--- src/lfps_pkg.sv ---
// ----------------------------------------------------------------------------
// lfps_pkg
// Shared constants, codes and command/status types of the steering core.
// ----------------------------------------------------------------------------
package lfps_pkg;

    localparam int ERROR_FRAC_BITS = 8;
    localparam int SECTION_BITS    = 16;
    localparam int GAIN_FRAC_BITS  = 8;
    localparam int CORR_FRAC_BITS  = GAIN_FRAC_BITS + ERROR_FRAC_BITS;

    localparam int ERR_W   = 14;
    localparam int PREV_W  = 16;
    localparam int ACC_W   = 17;
    localparam int DELTA_W = 17;
    localparam int SPEED_W = 10;
    localparam int GAIN_W  = 16;
    localparam int DT_W    = 16;
    localparam int SUM_W   = 50;

    localparam int CFG_IDX_W  = 3;
    localparam int CFG_DATA_W = 16;

    localparam logic [CFG_IDX_W-1:0] CFG_GAIN_P      = 3'd0;
    localparam logic [CFG_IDX_W-1:0] CFG_GAIN_I      = 3'd1;
    localparam logic [CFG_IDX_W-1:0] CFG_GAIN_D      = 3'd2;
    localparam logic [CFG_IDX_W-1:0] CFG_TOP_SPEED   = 3'd3;
    localparam logic [CFG_IDX_W-1:0] CFG_FLOOR_SPEED = 3'd4;

    localparam logic [1:0] OP_STEER = 2'd0;
    localparam logic [1:0] OP_FIXED = 2'd1;
    localparam logic [1:0] OP_FIND  = 2'd2;
    localparam logic [1:0] OP_NONE  = 2'd3;

    localparam int CORR_LIMIT      = 510;
    localparam int FIXED_BASE      = 120;
    localparam int US_PER_MS       = 1000;
    localparam int ACC_MAX         = 65535;
    localparam int ACC_MIN         = -65536;
    localparam int UNIT            = 1 << ERROR_FRAC_BITS;

    // divider: 58-bit unsigned dividend, 17-bit divisor
    localparam int DIV_N_W   = 58;
    localparam int DIV_D_W   = 17;
    localparam int DIV_CNT_W = 6;

    // divide by 1000: 48-bit dividend in 16-bit digits, reciprocal multiply
    localparam int D1K_N_W    = 48;
    localparam int D1K_DIG_W  = 16;
    localparam int D1K_DIGITS = D1K_N_W / D1K_DIG_W;
    localparam int D1K_R_W    = 10;
    localparam int D1K_V_W    = D1K_R_W + D1K_DIG_W;
    localparam int D1K_M_W    = 27;
    localparam int D1K_P_W    = D1K_V_W + D1K_M_W;
    localparam int D1K_SHIFT  = 36;
    localparam int D1K_RECIP  = 68719477;

    typedef struct packed {
        logic load;      // latch item and run section tracking + delta
        logic mul_p;     // P product
        logic mul_i1;    // gain_i * acc
        logic mul_i2;    // (gain_i*acc) * E
        logic mul_d1;    // gain_d * delta
        logic mul_d2;    // (gain_d*delta) * 1000
        logic div_i;     // start divide by 1000 for I
        logic div_d;     // start divider for D
        logic finish;    // sum, clamp, steer and register result
    } lfps_cmd_t;

    typedef struct packed {
        logic div_busy;
    } lfps_sts_t;

endpackage

--- src/lfps_if.sv ---
// ----------------------------------------------------------------------------
// lfps_in_if / lfps_out_if
// Valid/ready request channels of the steering core.
// ----------------------------------------------------------------------------
interface lfps_in_if;
    logic               valid;
    logic               ready;
    logic [1:0]         operation;
    logic signed [13:0] error;
    logic [15:0]        elapsed_us;
    logic               side;
    modport source (output valid, operation, error, elapsed_us, side, input ready);
    modport sink (input valid, operation, error, elapsed_us, side, output ready);
endinterface

interface lfps_out_if;
    logic               valid;
    logic               ready;
    logic signed [9:0]  right_speed;
    logic signed [9:0]  left_speed;
    logic [15:0]        section;
    logic               on_curve;
    modport source (output valid, right_speed, left_speed, section, on_curve,
                    input ready);
    modport sink (input valid, right_speed, left_speed, section, on_curve,
                  output ready);
endinterface

--- src/line_follower_pid_steering_core.sv ---
// ----------------------------------------------------------------------------
// line_follower_pid_steering_core
// Latency from accept to result valid is set mostly by the 58-step pass of
// the bit-serial divider for the D term; an ignored op goes straight to output.
// One request in flight; a new request is accepted only in the idle state.
// Reset: rst_n clears gains, speeds, PID and section state asynchronously.
// ----------------------------------------------------------------------------
module line_follower_pid_steering_core
    import lfps_pkg::*;
(
    input  logic                  clk,
    input  logic                  rst_n,
    input  logic                  cfg_we,
    input  logic [CFG_IDX_W-1:0]  cfg_index,
    input  logic [CFG_DATA_W-1:0] cfg_data,
    lfps_in_if.sink               in_ch,
    lfps_out_if.source            out_ch
);

    lfps_cmd_t cmd;
    lfps_sts_t sts;

    lfps_ctrl u_ctrl (
        .clk        (clk),
        .rst_n      (rst_n),
        .in_valid   (in_ch.valid),
        .in_ready   (in_ch.ready),
        .out_valid  (out_ch.valid),
        .out_ready  (out_ch.ready),
        .op_ignored (in_ch.operation == OP_NONE),
        .cmd        (cmd),
        .sts        (sts)
    );

    lfps_datapath u_dp (
        .clk           (clk),
        .rst_n         (rst_n),
        .cmd           (cmd),
        .sts           (sts),
        .cfg_we        (cfg_we),
        .cfg_index     (cfg_index),
        .cfg_data      (cfg_data),
        .in_operation  (in_ch.operation),
        .in_error      (in_ch.error),
        .in_elapsed_us (in_ch.elapsed_us),
        .in_side       (in_ch.side),
        .right_speed   (out_ch.right_speed),
        .left_speed    (out_ch.left_speed),
        .section       (out_ch.section),
        .on_curve      (out_ch.on_curve)
    );

endmodule

--- src/lfps_div.sv ---
// ----------------------------------------------------------------------------
// lfps_div
// Restoring unsigned divider, one quotient bit per cycle, and a divide by
// 1000 unit that works one 16-bit digit at a time, digit estimate then remainder.
// ----------------------------------------------------------------------------
module lfps_div
    import lfps_pkg::*;
(
    input  logic               clk,
    input  logic               rst_n,
    input  logic               start,
    input  logic [DIV_N_W-1:0] dividend,
    input  logic [DIV_D_W-1:0] divisor,
    output logic               busy,
    output logic [DIV_N_W-1:0] quotient
);

    logic [DIV_N_W-1:0]   quo_reg, quo_next;
    logic [DIV_D_W-1:0]   rem_reg, rem_next;
    logic [DIV_D_W-1:0]   dvs_reg, dvs_next;
    logic [DIV_CNT_W-1:0] cnt_reg, cnt_next;
    logic                 busy_reg, busy_next;
    logic [DIV_D_W:0]     trial;

    // shift in one dividend bit, subtract if it fits
    always_comb
    begin
        quo_next  = quo_reg;
        rem_next  = rem_reg;
        dvs_next  = dvs_reg;
        cnt_next  = cnt_reg;
        busy_next = busy_reg;
        trial     = {rem_reg, quo_reg[DIV_N_W-1]};
        if (start)
        begin
            quo_next  = dividend;
            rem_next  = '0;
            dvs_next  = divisor;
            cnt_next  = DIV_CNT_W'(DIV_N_W - 1);
            busy_next = 1'b1;
        end
        else if (busy_reg)
        begin
            if (trial >= {1'b0, dvs_reg})
            begin
                rem_next = DIV_D_W'(trial - {1'b0, dvs_reg});
                quo_next = {quo_reg[DIV_N_W-2:0], 1'b1};
            end
            else
            begin
                rem_next = trial[DIV_D_W-1:0];
                quo_next = {quo_reg[DIV_N_W-2:0], 1'b0};
            end
            if (cnt_reg == '0)
                busy_next = 1'b0;
            else
                cnt_next = cnt_reg - 1'b1;
        end
    end

    // control registers
    always_ff @(posedge clk or negedge rst_n)
    begin
        if (!rst_n)
        begin
            busy_reg <= 1'b0;
            cnt_reg  <= '0;
        end
        else
        begin
            busy_reg <= busy_next;
            cnt_reg  <= cnt_next;
        end
    end

    // datapath registers
    always_ff @(posedge clk)
    begin
        quo_reg <= quo_next;
        rem_reg <= rem_next;
        dvs_reg <= dvs_next;
    end

    assign busy     = busy_reg;
    assign quotient = quo_reg;

endmodule

module lfps_div1000
    import lfps_pkg::*;
(
    input  logic               clk,
    input  logic               rst_n,
    input  logic               start,
    input  logic [D1K_N_W-1:0] dividend,
    output logic               busy,
    output logic [D1K_N_W-1:0] quotient
);

    logic [D1K_N_W-1:0]   num_reg, num_next;
    logic [D1K_N_W-1:0]   quo_reg, quo_next;
    logic [D1K_R_W-1:0]   rem_reg, rem_next;
    logic [D1K_DIG_W-1:0] qd_reg, qd_next;
    logic [1:0]           cnt_reg, cnt_next;
    logic                 phase_reg, phase_next;
    logic                 busy_reg, busy_next;
    logic [D1K_V_W-1:0]   v;
    logic [D1K_P_W-1:0]   prod;
    logic [D1K_V_W-1:0]   back;

    // partial remainder and next digit; digit from reciprocal, then remainder
    always_comb
    begin
        v    = {rem_reg, num_reg[D1K_N_W-1 -: D1K_DIG_W]};
        prod = D1K_P_W'(v) * D1K_P_W'(D1K_RECIP);
        back = D1K_V_W'(qd_reg) * D1K_V_W'(US_PER_MS);

        num_next   = num_reg;
        quo_next   = quo_reg;
        rem_next   = rem_reg;
        qd_next    = qd_reg;
        cnt_next   = cnt_reg;
        phase_next = phase_reg;
        busy_next  = busy_reg;
        if (start)
        begin
            num_next   = dividend;
            quo_next   = '0;
            rem_next   = '0;
            cnt_next   = '0;
            phase_next = 1'b0;
            busy_next  = 1'b1;
        end
        else if (busy_reg)
        begin
            if (!phase_reg)
            begin
                qd_next    = prod[D1K_SHIFT +: D1K_DIG_W];
                phase_next = 1'b1;
            end
            else
            begin
                rem_next   = D1K_R_W'(v - back);
                quo_next   = {quo_reg[D1K_N_W-D1K_DIG_W-1:0], qd_reg};
                num_next   = num_reg << D1K_DIG_W;
                phase_next = 1'b0;
                if (cnt_reg == 2'(D1K_DIGITS - 1))
                    busy_next = 1'b0;
                else
                    cnt_next = cnt_reg + 1'b1;
            end
        end
    end

    // control registers
    always_ff @(posedge clk or negedge rst_n)
    begin
        if (!rst_n)
        begin
            busy_reg  <= 1'b0;
            cnt_reg   <= '0;
            phase_reg <= 1'b0;
        end
        else
        begin
            busy_reg  <= busy_next;
            cnt_reg   <= cnt_next;
            phase_reg <= phase_next;
        end
    end

    // datapath registers
    always_ff @(posedge clk)
    begin
        num_reg <= num_next;
        quo_reg <= quo_next;
        rem_reg <= rem_next;
        qd_reg  <= qd_next;
    end

    assign busy     = busy_reg;
    assign quotient = quo_reg;

endmodule

--- src/lfps_datapath.sv ---
// ----------------------------------------------------------------------------
// lfps_datapath
// Section tracking, PID terms over a shared multiplier and two dividers,
// clamp and wheel speed mapping.
// ----------------------------------------------------------------------------
module lfps_datapath
    import lfps_pkg::*;
(
    input  logic                      clk,
    input  logic                      rst_n,
    input  lfps_cmd_t                 cmd,
    output lfps_sts_t                 sts,
    input  logic                      cfg_we,
    input  logic [CFG_IDX_W-1:0]      cfg_index,
    input  logic [CFG_DATA_W-1:0]     cfg_data,
    input  logic [1:0]                in_operation,
    input  logic signed [ERR_W-1:0]   in_error,
    input  logic [DT_W-1:0]           in_elapsed_us,
    input  logic                      in_side,
    output logic signed [SPEED_W-1:0] right_speed,
    output logic signed [SPEED_W-1:0] left_speed,
    output logic [15:0]               section,
    output logic                      on_curve
);

    // configuration
    logic [GAIN_W-1:0]         gain_p_reg, gain_i_reg, gain_d_reg;
    logic [8:0]                top_speed_reg;
    logic signed [SPEED_W-1:0] floor_speed_reg;

    // persistent state
    logic signed [PREV_W-1:0]  prev_err_reg, prev_err_next;
    logic signed [ACC_W-1:0]   acc_reg, acc_next;
    logic signed [PREV_W-1:0]  lce_reg, lce_next;
    logic [SECTION_BITS-1:0]   sec_reg, sec_next;
    logic                      curve_reg, curve_next;

    // per item
    logic [1:0]                op_reg;
    logic [DT_W-1:0]           e_reg;
    logic signed [PREV_W-1:0]  err_reg;
    logic signed [DELTA_W-1:0] delta_reg;
    logic signed [SUM_W-1:0]   p_reg, i_reg;
    logic signed [SUM_W-1:0]   prod_reg;
    logic signed [SPEED_W-1:0] right_reg, left_reg;
    logic signed [SPEED_W-1:0] right_nx, left_nx;

    // configuration writes
    always_ff @(posedge clk or negedge rst_n)
    begin
        if (!rst_n)
        begin
            gain_p_reg      <= '0;
            gain_i_reg      <= '0;
            gain_d_reg      <= '0;
            top_speed_reg   <= '0;
            floor_speed_reg <= '0;
        end
        else if (cfg_we)
        begin
            case (cfg_index)
                CFG_GAIN_P:      gain_p_reg      <= cfg_data;
                CFG_GAIN_I:      gain_i_reg      <= cfg_data;
                CFG_GAIN_D:      gain_d_reg      <= cfg_data;
                CFG_TOP_SPEED:   top_speed_reg   <= cfg_data[8:0];
                CFG_FLOOR_SPEED: floor_speed_reg <= cfg_data[SPEED_W-1:0];
                default: ;
            endcase
        end
    end

    // load stage: used error, section tracking, delta and accumulator
    logic signed [PREV_W-1:0]  err_used;
    logic [PREV_W-1:0]         mag_err, mag_lce, mag_lce_upd;
    logic signed [PREV_W-1:0]  lce_upd;
    logic                      advance;
    logic signed [DELTA_W-1:0] delta;
    logic signed [ACC_W+1:0]   acc_sum;
    logic signed [ACC_W-1:0]   acc_sat;

    always_comb
    begin
        err_used = PREV_W'(in_error);
        mag_err  = err_used[PREV_W-1] ? PREV_W'(-err_used) : err_used;
        if (in_operation == OP_FIND && mag_err > PREV_W'(10 * UNIT) && !in_side)
            err_used = -err_used;
        mag_lce     = lce_reg[PREV_W-1] ? PREV_W'(-lce_reg) : lce_reg;
        lce_upd     = (mag_err > mag_lce) ? err_used : lce_reg;
        mag_lce_upd = lce_upd[PREV_W-1] ? PREV_W'(-lce_upd) : lce_upd;
        advance = 1'b0;
        if (!curve_reg && mag_err > PREV_W'(5 * UNIT))
            advance = 1'b1;
        else if (curve_reg && {mag_err, 1'b0} < (PREV_W+1)'(UNIT)
                 && mag_lce_upd >= PREV_W'(3 * UNIT))
            advance = 1'b1;

        delta   = DELTA_W'(err_used) - DELTA_W'(prev_err_reg);
        acc_sum = (ACC_W+2)'(acc_reg) + (ACC_W+2)'(delta);
        if (acc_sum > (ACC_W+2)'(ACC_MAX))
            acc_sat = ACC_W'(ACC_MAX);
        else if (acc_sum < (ACC_W+2)'(ACC_MIN))
            acc_sat = ACC_W'(ACC_MIN);
        else
            acc_sat = acc_sum[ACC_W-1:0];
        if ((acc_sat <= 0 && delta >= 0) || (acc_sat >= 0 && delta <= 0))
            acc_sat = '0;

        prev_err_next = prev_err_reg;
        acc_next      = acc_reg;
        lce_next      = lce_reg;
        sec_next      = sec_reg;
        curve_next    = curve_reg;
        if (cmd.load && in_operation != OP_NONE)
        begin
            prev_err_next = err_used;
            acc_next      = acc_sat;
            if (in_operation == OP_STEER)
            begin
                lce_next = lce_upd;
                if (advance)
                begin
                    sec_next   = sec_reg + 1'b1;
                    lce_next   = curve_reg ? '0 : prev_err_reg;
                    curve_next = !curve_reg;
                end
            end
        end
    end

    always_ff @(posedge clk or negedge rst_n)
    begin
        if (!rst_n)
        begin
            prev_err_reg <= '0;
            acc_reg      <= '0;
            lce_reg      <= '0;
            sec_reg      <= '0;
            curve_reg    <= 1'b0;
            op_reg       <= '0;
        end
        else
        begin
            prev_err_reg <= prev_err_next;
            acc_reg      <= acc_next;
            lce_reg      <= lce_next;
            sec_reg      <= sec_next;
            curve_reg    <= curve_next;
            if (cmd.load)
                op_reg <= in_operation;
        end
    end

    // shared multiplier: operand select, one product registered per cycle while a multiply command is set
    logic signed [32:0] mul_a;
    logic signed [17:0] mul_b;
    logic signed [50:0] mul_y;

    always_comb
    begin
        mul_a = '0;
        mul_b = '0;
        if (cmd.mul_p)
        begin
            mul_a = 33'(signed'({1'b0, gain_p_reg}));
            mul_b = 18'(err_reg);
        end
        else if (cmd.mul_i1)
        begin
            mul_a = 33'(signed'({1'b0, gain_i_reg}));
            mul_b = 18'(acc_reg);
        end
        else if (cmd.mul_i2)
        begin
            mul_a = prod_reg[32:0];
            mul_b = 18'(signed'({1'b0, e_reg}));
        end
        else if (cmd.mul_d1)
        begin
            mul_a = 33'(signed'({1'b0, gain_d_reg}));
            mul_b = 18'(delta_reg);
        end
        else if (cmd.mul_d2)
        begin
            mul_a = prod_reg[32:0];
            mul_b = 18'(US_PER_MS);
        end
        mul_y = mul_a * mul_b;
    end

    // dividers, sign-magnitude around unsigned cores
    logic               div_start, div_busy;
    logic [DIV_N_W-1:0] div_n, div_q;
    logic [DIV_D_W-1:0] div_dv;
    logic               div_neg_reg;
    logic               d1k_busy;
    logic [D1K_N_W-1:0] d1k_q;
    logic               i_neg_reg;
    logic [SUM_W-1:0]   prod_mag;

    assign prod_mag  = prod_reg[SUM_W-1] ? SUM_W'(-prod_reg) : SUM_W'(prod_reg);
    assign div_start = cmd.div_d;
    assign div_n     = DIV_N_W'(prod_mag);
    assign div_dv    = DIV_D_W'(e_reg);

    lfps_div u_div (
        .clk      (clk),
        .rst_n    (rst_n),
        .start    (div_start),
        .dividend (div_n),
        .divisor  (div_dv),
        .busy     (div_busy),
        .quotient (div_q)
    );

    lfps_div1000 u_div1000 (
        .clk      (clk),
        .rst_n    (rst_n),
        .start    (cmd.div_i),
        .dividend (D1K_N_W'(prod_mag)),
        .busy     (d1k_busy),
        .quotient (d1k_q)
    );

    assign sts.div_busy = div_busy | d1k_busy;

    logic signed [SUM_W-1:0] div_res, i_res;
    assign div_res = div_neg_reg ? -SUM_W'(div_q) : SUM_W'(div_q);
    assign i_res   = i_neg_reg ? -SUM_W'(d1k_q) : SUM_W'(d1k_q);

    // item latch, product register, term registers
    always_ff @(posedge clk)
    begin
        if (cmd.load)
        begin
            err_reg   <= err_used;
            delta_reg <= delta;
            e_reg     <= (in_elapsed_us == '0) ? DT_W'(US_PER_MS) : in_elapsed_us;
        end
        if (cmd.mul_p | cmd.mul_i1 | cmd.mul_i2 | cmd.mul_d1 | cmd.mul_d2)
            prod_reg <= SUM_W'(mul_y);
        if (cmd.mul_p)
            p_reg <= SUM_W'(mul_y);
        if (cmd.div_i)
            i_neg_reg <= prod_reg[SUM_W-1];
        if (div_start)
            div_neg_reg <= prod_reg[SUM_W-1];
        if (cmd.div_d)
            i_reg <= i_res;
        if (cmd.finish)
        begin
            right_reg <= right_nx;
            left_reg  <= left_nx;
        end
    end

    // sum, clamp, truncate toward zero, wheel speeds
    logic signed [SUM_W-1:0]   sum, sum_c;
    logic [SUM_W-1:0]          sum_mag;
    logic signed [SPEED_W-1:0] corr;
    logic signed [SPEED_W+1:0] base, v;
    localparam logic signed [SUM_W-1:0] LIM = SUM_W'(CORR_LIMIT) <<< CORR_FRAC_BITS;

    always_comb
    begin
        sum = p_reg + i_reg + div_res;
        if (sum > LIM)
            sum_c = LIM;
        else if (sum < -LIM)
            sum_c = -LIM;
        else
            sum_c = sum;
        sum_mag = sum_c[SUM_W-1] ? SUM_W'(-sum_c) : SUM_W'(sum_c);
        corr    = SPEED_W'(sum_mag >> CORR_FRAC_BITS);
        if (sum_c[SUM_W-1])
            corr = -corr;
        base = (op_reg == OP_STEER) ? (SPEED_W+2)'(top_speed_reg)
                                    : (SPEED_W+2)'(FIXED_BASE);
        right_nx = '0;
        left_nx  = '0;
        v        = '0;
        case (op_reg)
            OP_STEER, OP_FIXED:
            begin
                if (!corr[SPEED_W-1])
                begin
                    v = base - (SPEED_W+2)'(corr);
                    if (v < (SPEED_W+2)'(floor_speed_reg))
                        v = (SPEED_W+2)'(floor_speed_reg);
                    right_nx = SPEED_W'(v);
                    left_nx  = SPEED_W'(base);
                end
                else
                begin
                    v = base + (SPEED_W+2)'(corr);
                    if (v < (SPEED_W+2)'(floor_speed_reg))
                        v = (SPEED_W+2)'(floor_speed_reg);
                    right_nx = SPEED_W'(base);
                    left_nx  = SPEED_W'(v);
                end
            end
            OP_FIND:
            begin
                if (corr[SPEED_W-1])
                    right_nx = corr;
                else
                    left_nx = -corr;
            end
            default:
            begin
                right_nx = '0;
                left_nx  = '0;
            end
        endcase
    end

    assign right_speed = (op_reg == OP_NONE) ? '0 : right_reg;
    assign left_speed  = (op_reg == OP_NONE) ? '0 : left_reg;
    assign section     = sec_reg[15:0];
    assign on_curve    = curve_reg;

endmodule

--- src/lfps_ctrl.sv ---
// ----------------------------------------------------------------------------
// lfps_ctrl
// Sequencer: accepts a request, steps the multiplier and dividers, and holds
// the result until it is taken.
// ----------------------------------------------------------------------------
module lfps_ctrl
    import lfps_pkg::*;
(
    input  logic      clk,
    input  logic      rst_n,
    input  logic      in_valid,
    output logic      in_ready,
    output logic      out_valid,
    input  logic      out_ready,
    input  logic      op_ignored,
    output lfps_cmd_t cmd,
    input  lfps_sts_t sts
);

    localparam logic [3:0] ST_IDLE  = 4'd0;
    localparam logic [3:0] ST_MP    = 4'd1;
    localparam logic [3:0] ST_MI1   = 4'd2;
    localparam logic [3:0] ST_MI2   = 4'd3;
    localparam logic [3:0] ST_DI    = 4'd4;
    localparam logic [3:0] ST_WI    = 4'd5;
    localparam logic [3:0] ST_MD1   = 4'd6;
    localparam logic [3:0] ST_MD2   = 4'd7;
    localparam logic [3:0] ST_DD    = 4'd8;
    localparam logic [3:0] ST_WD    = 4'd9;
    localparam logic [3:0] ST_DONE  = 4'd10;
    localparam logic [3:0] ST_OUT   = 4'd11;

    logic [3:0] state_reg, state_next;

    // next state and commands
    always_comb
    begin
        state_next = state_reg;
        cmd        = '0;
        in_ready   = 1'b0;
        out_valid  = 1'b0;
        case (state_reg)
            ST_IDLE:
            begin
                in_ready = 1'b1;
                if (in_valid)
                begin
                    cmd.load   = 1'b1;
                    state_next = op_ignored ? ST_OUT : ST_MP;
                end
            end
            ST_MP:  begin cmd.mul_p  = 1'b1; state_next = ST_MI1; end
            ST_MI1: begin cmd.mul_i1 = 1'b1; state_next = ST_MI2; end
            ST_MI2: begin cmd.mul_i2 = 1'b1; state_next = ST_DI;  end
            ST_DI:  begin cmd.div_i  = 1'b1; state_next = ST_WI;  end
            ST_WI:
            begin
                if (!sts.div_busy)
                begin
                    cmd.mul_d1 = 1'b1;
                    state_next = ST_MD1;
                end
            end
            // i term is captured when the d division starts
            ST_MD1: begin cmd.mul_d2 = 1'b1; state_next = ST_MD2; end
            ST_MD2: begin state_next = ST_DD; end
            ST_DD:  begin cmd.div_d  = 1'b1; state_next = ST_WD;  end
            ST_WD:
            begin
                if (!sts.div_busy)
                    state_next = ST_DONE;
            end
            ST_DONE: begin cmd.finish = 1'b1; state_next = ST_OUT; end
            ST_OUT:
            begin
                out_valid = 1'b1;
                if (out_ready)
                    state_next = ST_IDLE;
            end
            default: state_next = ST_IDLE;
        endcase
    end

    always_ff @(posedge clk or negedge rst_n)
    begin
        if (!rst_n)
            state_reg <= ST_IDLE;
        else
            state_reg <= state_next;
    end

endmodule
--- src/flat_wrapper.sv ---
// flat-port wrapper written by rule: the top's interface ports become plain ports
module line_follower_pid_steering_core_flat import lfps_pkg::*;
  (clk, rst_n, cfg_we, cfg_index, cfg_data, in_ch_valid, in_ch_operation, in_ch_error, in_ch_elapsed_us, in_ch_side, in_ch_ready, out_ch_valid, out_ch_right_speed, out_ch_left_speed, out_ch_section, out_ch_on_curve, out_ch_ready);
  lfps_in_if in_ch_i ();
  lfps_out_if out_ch_i ();
  input  logic clk;
  input  logic rst_n;
  input  logic cfg_we;
  input  logic [CFG_IDX_W-1:0] cfg_index;
  input  logic [CFG_DATA_W-1:0] cfg_data;
  input wire logic [$bits(in_ch_i.valid)-1:0] in_ch_valid;
  input wire logic [$bits(in_ch_i.operation)-1:0] in_ch_operation;
  input wire logic [$bits(in_ch_i.error)-1:0] in_ch_error;
  input wire logic [$bits(in_ch_i.elapsed_us)-1:0] in_ch_elapsed_us;
  input wire logic [$bits(in_ch_i.side)-1:0] in_ch_side;
  output wire logic [$bits(in_ch_i.ready)-1:0] in_ch_ready;
  output wire logic [$bits(out_ch_i.valid)-1:0] out_ch_valid;
  output wire logic [$bits(out_ch_i.right_speed)-1:0] out_ch_right_speed;
  output wire logic [$bits(out_ch_i.left_speed)-1:0] out_ch_left_speed;
  output wire logic [$bits(out_ch_i.section)-1:0] out_ch_section;
  output wire logic [$bits(out_ch_i.on_curve)-1:0] out_ch_on_curve;
  input wire logic [$bits(out_ch_i.ready)-1:0] out_ch_ready;
  assign in_ch_i.valid = in_ch_valid;
  assign in_ch_i.operation = in_ch_operation;
  assign in_ch_i.error = in_ch_error;
  assign in_ch_i.elapsed_us = in_ch_elapsed_us;
  assign in_ch_i.side = in_ch_side;
  assign in_ch_ready = in_ch_i.ready;
  assign out_ch_valid = out_ch_i.valid;
  assign out_ch_right_speed = out_ch_i.right_speed;
  assign out_ch_left_speed = out_ch_i.left_speed;
  assign out_ch_section = out_ch_i.section;
  assign out_ch_on_curve = out_ch_i.on_curve;
  assign out_ch_i.ready = out_ch_ready;
  line_follower_pid_steering_core u_core (.clk(clk), .rst_n(rst_n), .cfg_we(cfg_we), .cfg_index(cfg_index), .cfg_data(cfg_data), .in_ch(in_ch_i), .out_ch(out_ch_i));
endmodule
--- config.mk ---
export PLATFORM = sky130hd
export DESIGN_NAME = line_follower_pid_steering_core_flat
export DESIGN_NICKNAME = d
export VERILOG_FILES = /design/src/lfps_pkg.sv /design/src/lfps_if.sv /design/src/line_follower_pid_steering_core.sv /design/src/lfps_div.sv /design/src/lfps_datapath.sv /design/src/lfps_ctrl.sv /design/src/flat_wrapper.sv
export SDC_FILE = /design/constraint.sdc
export NUM_CORES = 2
export LEC_CHECK = 0
export ABC_AREA = 0
export BUFFER_PORTS_ARGS = -buffer_cell sky130_fd_sc_hd__buf_2
export CORE_ASPECT_RATIO = 1.75
export CORE_UTILIZATION = 70
export CTS_CLUSTER_SIZE = 30
export DETAILED_ROUTE_END_ITERATION = 7
export PLACE_DENSITY = 0.84
export RECOVER_POWER = 50
export SYNTH_ARGS = -nofsm -noshare
export SYNTH_HDL_FRONTEND = slang
export SYNTH_SLANG_ARGS = --single-unit
--- constraint.sdc ---
create_clock -name clk -period 28.2 [get_ports clk]
set_clock_uncertainty 0.05 [all_clocks]
set_input_delay 5.64 -clock clk [delete_from_list [all_inputs] [get_ports clk]]
set_output_delay 5.64 -clock clk [all_outputs]
set_load 0.01 [all_outputs]
==> flow_summary.json <==
{
  "ys_seq_elements": 584,
  "cts_buffers": 55,
  "syn_area_per_cell_sq_um": 9.55,
  "synth_edf_count": 351,
  "final_antenna_net_count": 0,
  "drt-pass1-iter-count": 6,
  "period_minus_slack_ns": 15.29,
  "portBuffers": 95,
  "synth.most_common_cell": "inv_1",
  "tightest_slew_ns": 3.37,
  "drv_slew": 674,
  "initial_core_util_pct": 70.8,
  "critical_path.top_delay_family": "compound AO/OA/AOI/OAI gates",
  "dp_hpwl_um": 158000,
  "critPathSlowestCell": "clkbuf_1",
  "register_area_sq_um": 16000,
  "status": "complete, but fails checks",
  "reg2reg_depth": 37,
  "cp_slowest_stage_delay_ns": 1.63,
  "clk_pin_slew_worst_paths_ns": 0.07,
  "min_path_type": "reg2reg",
  "timing.fmax_mhz": 65.4,
  "cts.path.max_buffers": 3,
  "synthesis.area_sq_um": 65000,
  "dieArea_sq_um": 94100,
  "via_count": 51400,
  "totalWireLength_um": 200000,
  "grt_overflow_total": 0,
  "finalSetupTns_ns": 0,
  "synthArstFlopShare_pct": 25.7,
  "synth_top_area_cell": "fa_1",
  "pwr_density_cell_nw_per_um2": 28.5,
  "multi_input_area_sq_um": 44300,
  "p_leak_nw": 29.6,
  "grt_start_max_net_pins": 87,
  "fp.dieW_um": 232,
  "grt_pass1_vias": 54500,
  "syn2layout_area_growth_pct": 5.55,
  "start_kind": "register",
  "place_congestion": 1.10,
  "cp.required_ns": 28.61,
  "cts-htree-levels": 2,
  "arrival_ns": 15.70,
  "nNetsFinal": 8250,
  "drcViolationCount": 0,
  "worst-path-buf-inv": 8,
  "drt_iter0_markers": 4144,
  "fillCellCount": 6468,
  "rsz0062_at_grt": "no",
  "hold_viol": 0,
  "yosysWarnings": 0,
  "maxCapViolations": 14,
  "grt_first_pass_wirelength_um": 306000,
  "yosys-top-cells-count": "1,052 x inv_1, 897 x nand2_1, 834 x fa_1",
  "viasPerCell": 6.40,
  "crit_type": "reg2reg",
  "worstSkewPairLatency_ns": 0.70,
  "r2r_slack_ns": 12.91,
  "postCtsHoldBufs": 0,
  "end_kind": "register",
  "path_depth": 37,
  "routedWlPerCell_um": 24.9,
  "max_slew_margin_pct": -125,
  "largest_reg_flops": 58,
  "io_pins": 96,
  "whs_path_depth": 1,
  "cts.sinks": 584,
  "grtUsageTotal_pct": 43.9,
  "finalCritPeriodShare_pct": 54.2,
  "coreArea_sq_um": 91800,
  "synth_top_cells_by_area": "fa_1 26%, edfxtp_1 16%, ha_1 11%, inv_1 6.1%, dfrtp_1 5.8%",
  "ctsResizeCount": 0,
  "ys_dominant_reg_cell": "edfxtp_1",
  "layout-drive-gt1-share_pct": 5.85,
  "vdd_ir_drop_max_uv": 55.4,
  "p_total_mw": 1.95,
  "rows": 147,
  "crit_path_max_fanout": 27,
  "grt_antenna_before_repair": 15,
  "cts_setup_buffers": 0,
  "die_h_um": 405,
  "violations": "capacitance limit, slew limit",
  "setup_viol": 0,
  "synth_top_area_share_pct": 25.7,
  "cts_tree": "built",
  "synthCells": 6805,
  "yosys.cell_types.count": 98,
  "cts-root-buf": "clkbuf_16",
  "synth_seq_area_share_pct": 24.5
}
## final cells by class
cell class / count / area share (%)
sequential: 584 / 23.3
multi-input combinational: 4921 / 64.6
timing repair buffer: 174 / 1.47
tap: 1192 / 2.17
inverter: 1053 / 5.76
clock inverter: 40 / 0.593
antenna: 9 / 0.0328
clock buffer: 64 / 2.08
## through the flow
step | hold slack, ns | utilization (%) | worst slack (ns) | instances | area, sq um
4_1_cts | 0.435 | 74.8 | 14.69 | 8028 | 68700
3_5_place_dp | 0.418 | 72.8 | 14.07 | 7924 | 66800
2_1_floorplan | 0.371 | - | 15.20 | 6820 | 65100
5_1_grt | 0.454 | 74.7 | 12.59 | 8031 | 68600
3_3_place_gp | 0.408 | 72.8 | 14.09 | 7924 | 66800
6_report | 0.438 | 74.8 | 12.91 | 8037 | 68600
## per-layer routing
metal	GRT usage, %	vias up	routed length [um]
li1	-	22400	-
met1	42.5	25200	59800
met2	76.0	2731	100000
met3	7.99	1115	14600
met4	44.6	8	25200
met5	0	-	59
## kinds of logic (layout without fill, tap and decap cells)
group | Yosys count | in the layout | synth area share (%)
AND/OR/NAND/NOR | 1902 | 1902 | 13.3
XOR/XNOR | 371 | 371 | 5.02
buffers and inverters | 1315 | 1331 | 7.62
AO/OA/AOI/OAI | 1098 | 1098 | 10.7
adder cells (fa/ha/maj) | 1404 | 1404 | 36.7
multiplexers | 129 | 129 | 2.14
other | 2 | 26 | 0.0116
flip-flops | 584 | 584 | 24.5
## final timing paths
check                                           to                       start
max                          u_core.u_dp.p_reg[48]  u_core.u_ctrl.state_reg[3]
min                        u_core.u_dp.section[15]     u_core.u_dp.section[15]
max reg2reg                  u_core.u_dp.p_reg[48]  u_core.u_ctrl.state_reg[3]
min reg2reg                u_core.u_dp.section[15]     u_core.u_dp.section[15]
max in group asynchronous   u_core.u_dp.u_div.busy                       rst_n
min in group asynchronous   u_core.u_dp.section[9]                       rst_n
## power by group
| part | internal, mW | switching, mW |
|---|---|---|
| logic | 0.0991 | 0.145 |
| clock network | 0.403 | 0.365 |
| registers | 0.924 | 0.0172 |
## cell usage in the layout (no fill, tap or decap), types with 31 or more instances in the layout
cell	netlist	final
a21oi_1	269	263
o22ai_1	33	33
o21a_1	31	31
nand3_1	60	60
nor2b_1	59	59
mux2_2	75	75
and2_1	68	67
xnor2_1	236	236
nand2b_1	66	64
clkbuf_16	0	55
nor4_1	35	34
or3_1	47	47
buf_2	1	87
o31ai_1	70	69
xor2_1	133	133
dfxtp_1	83	83
nand4_1	46	46
or4_1	33	33
fa_1	834	834
a211oi_1	42	42
dfrtp_1	150	149
edfxtp_1	351	351
mux2i_1	53	52
o21ai_0	306	306
nand2_1	897	895
inv_1	1052	1051
buf_4	0	64
nor3_1	78	76
a21o_1	86	86
ha_1	570	570
nor2_1	419	416
Power figures use the tool's default switching activity.
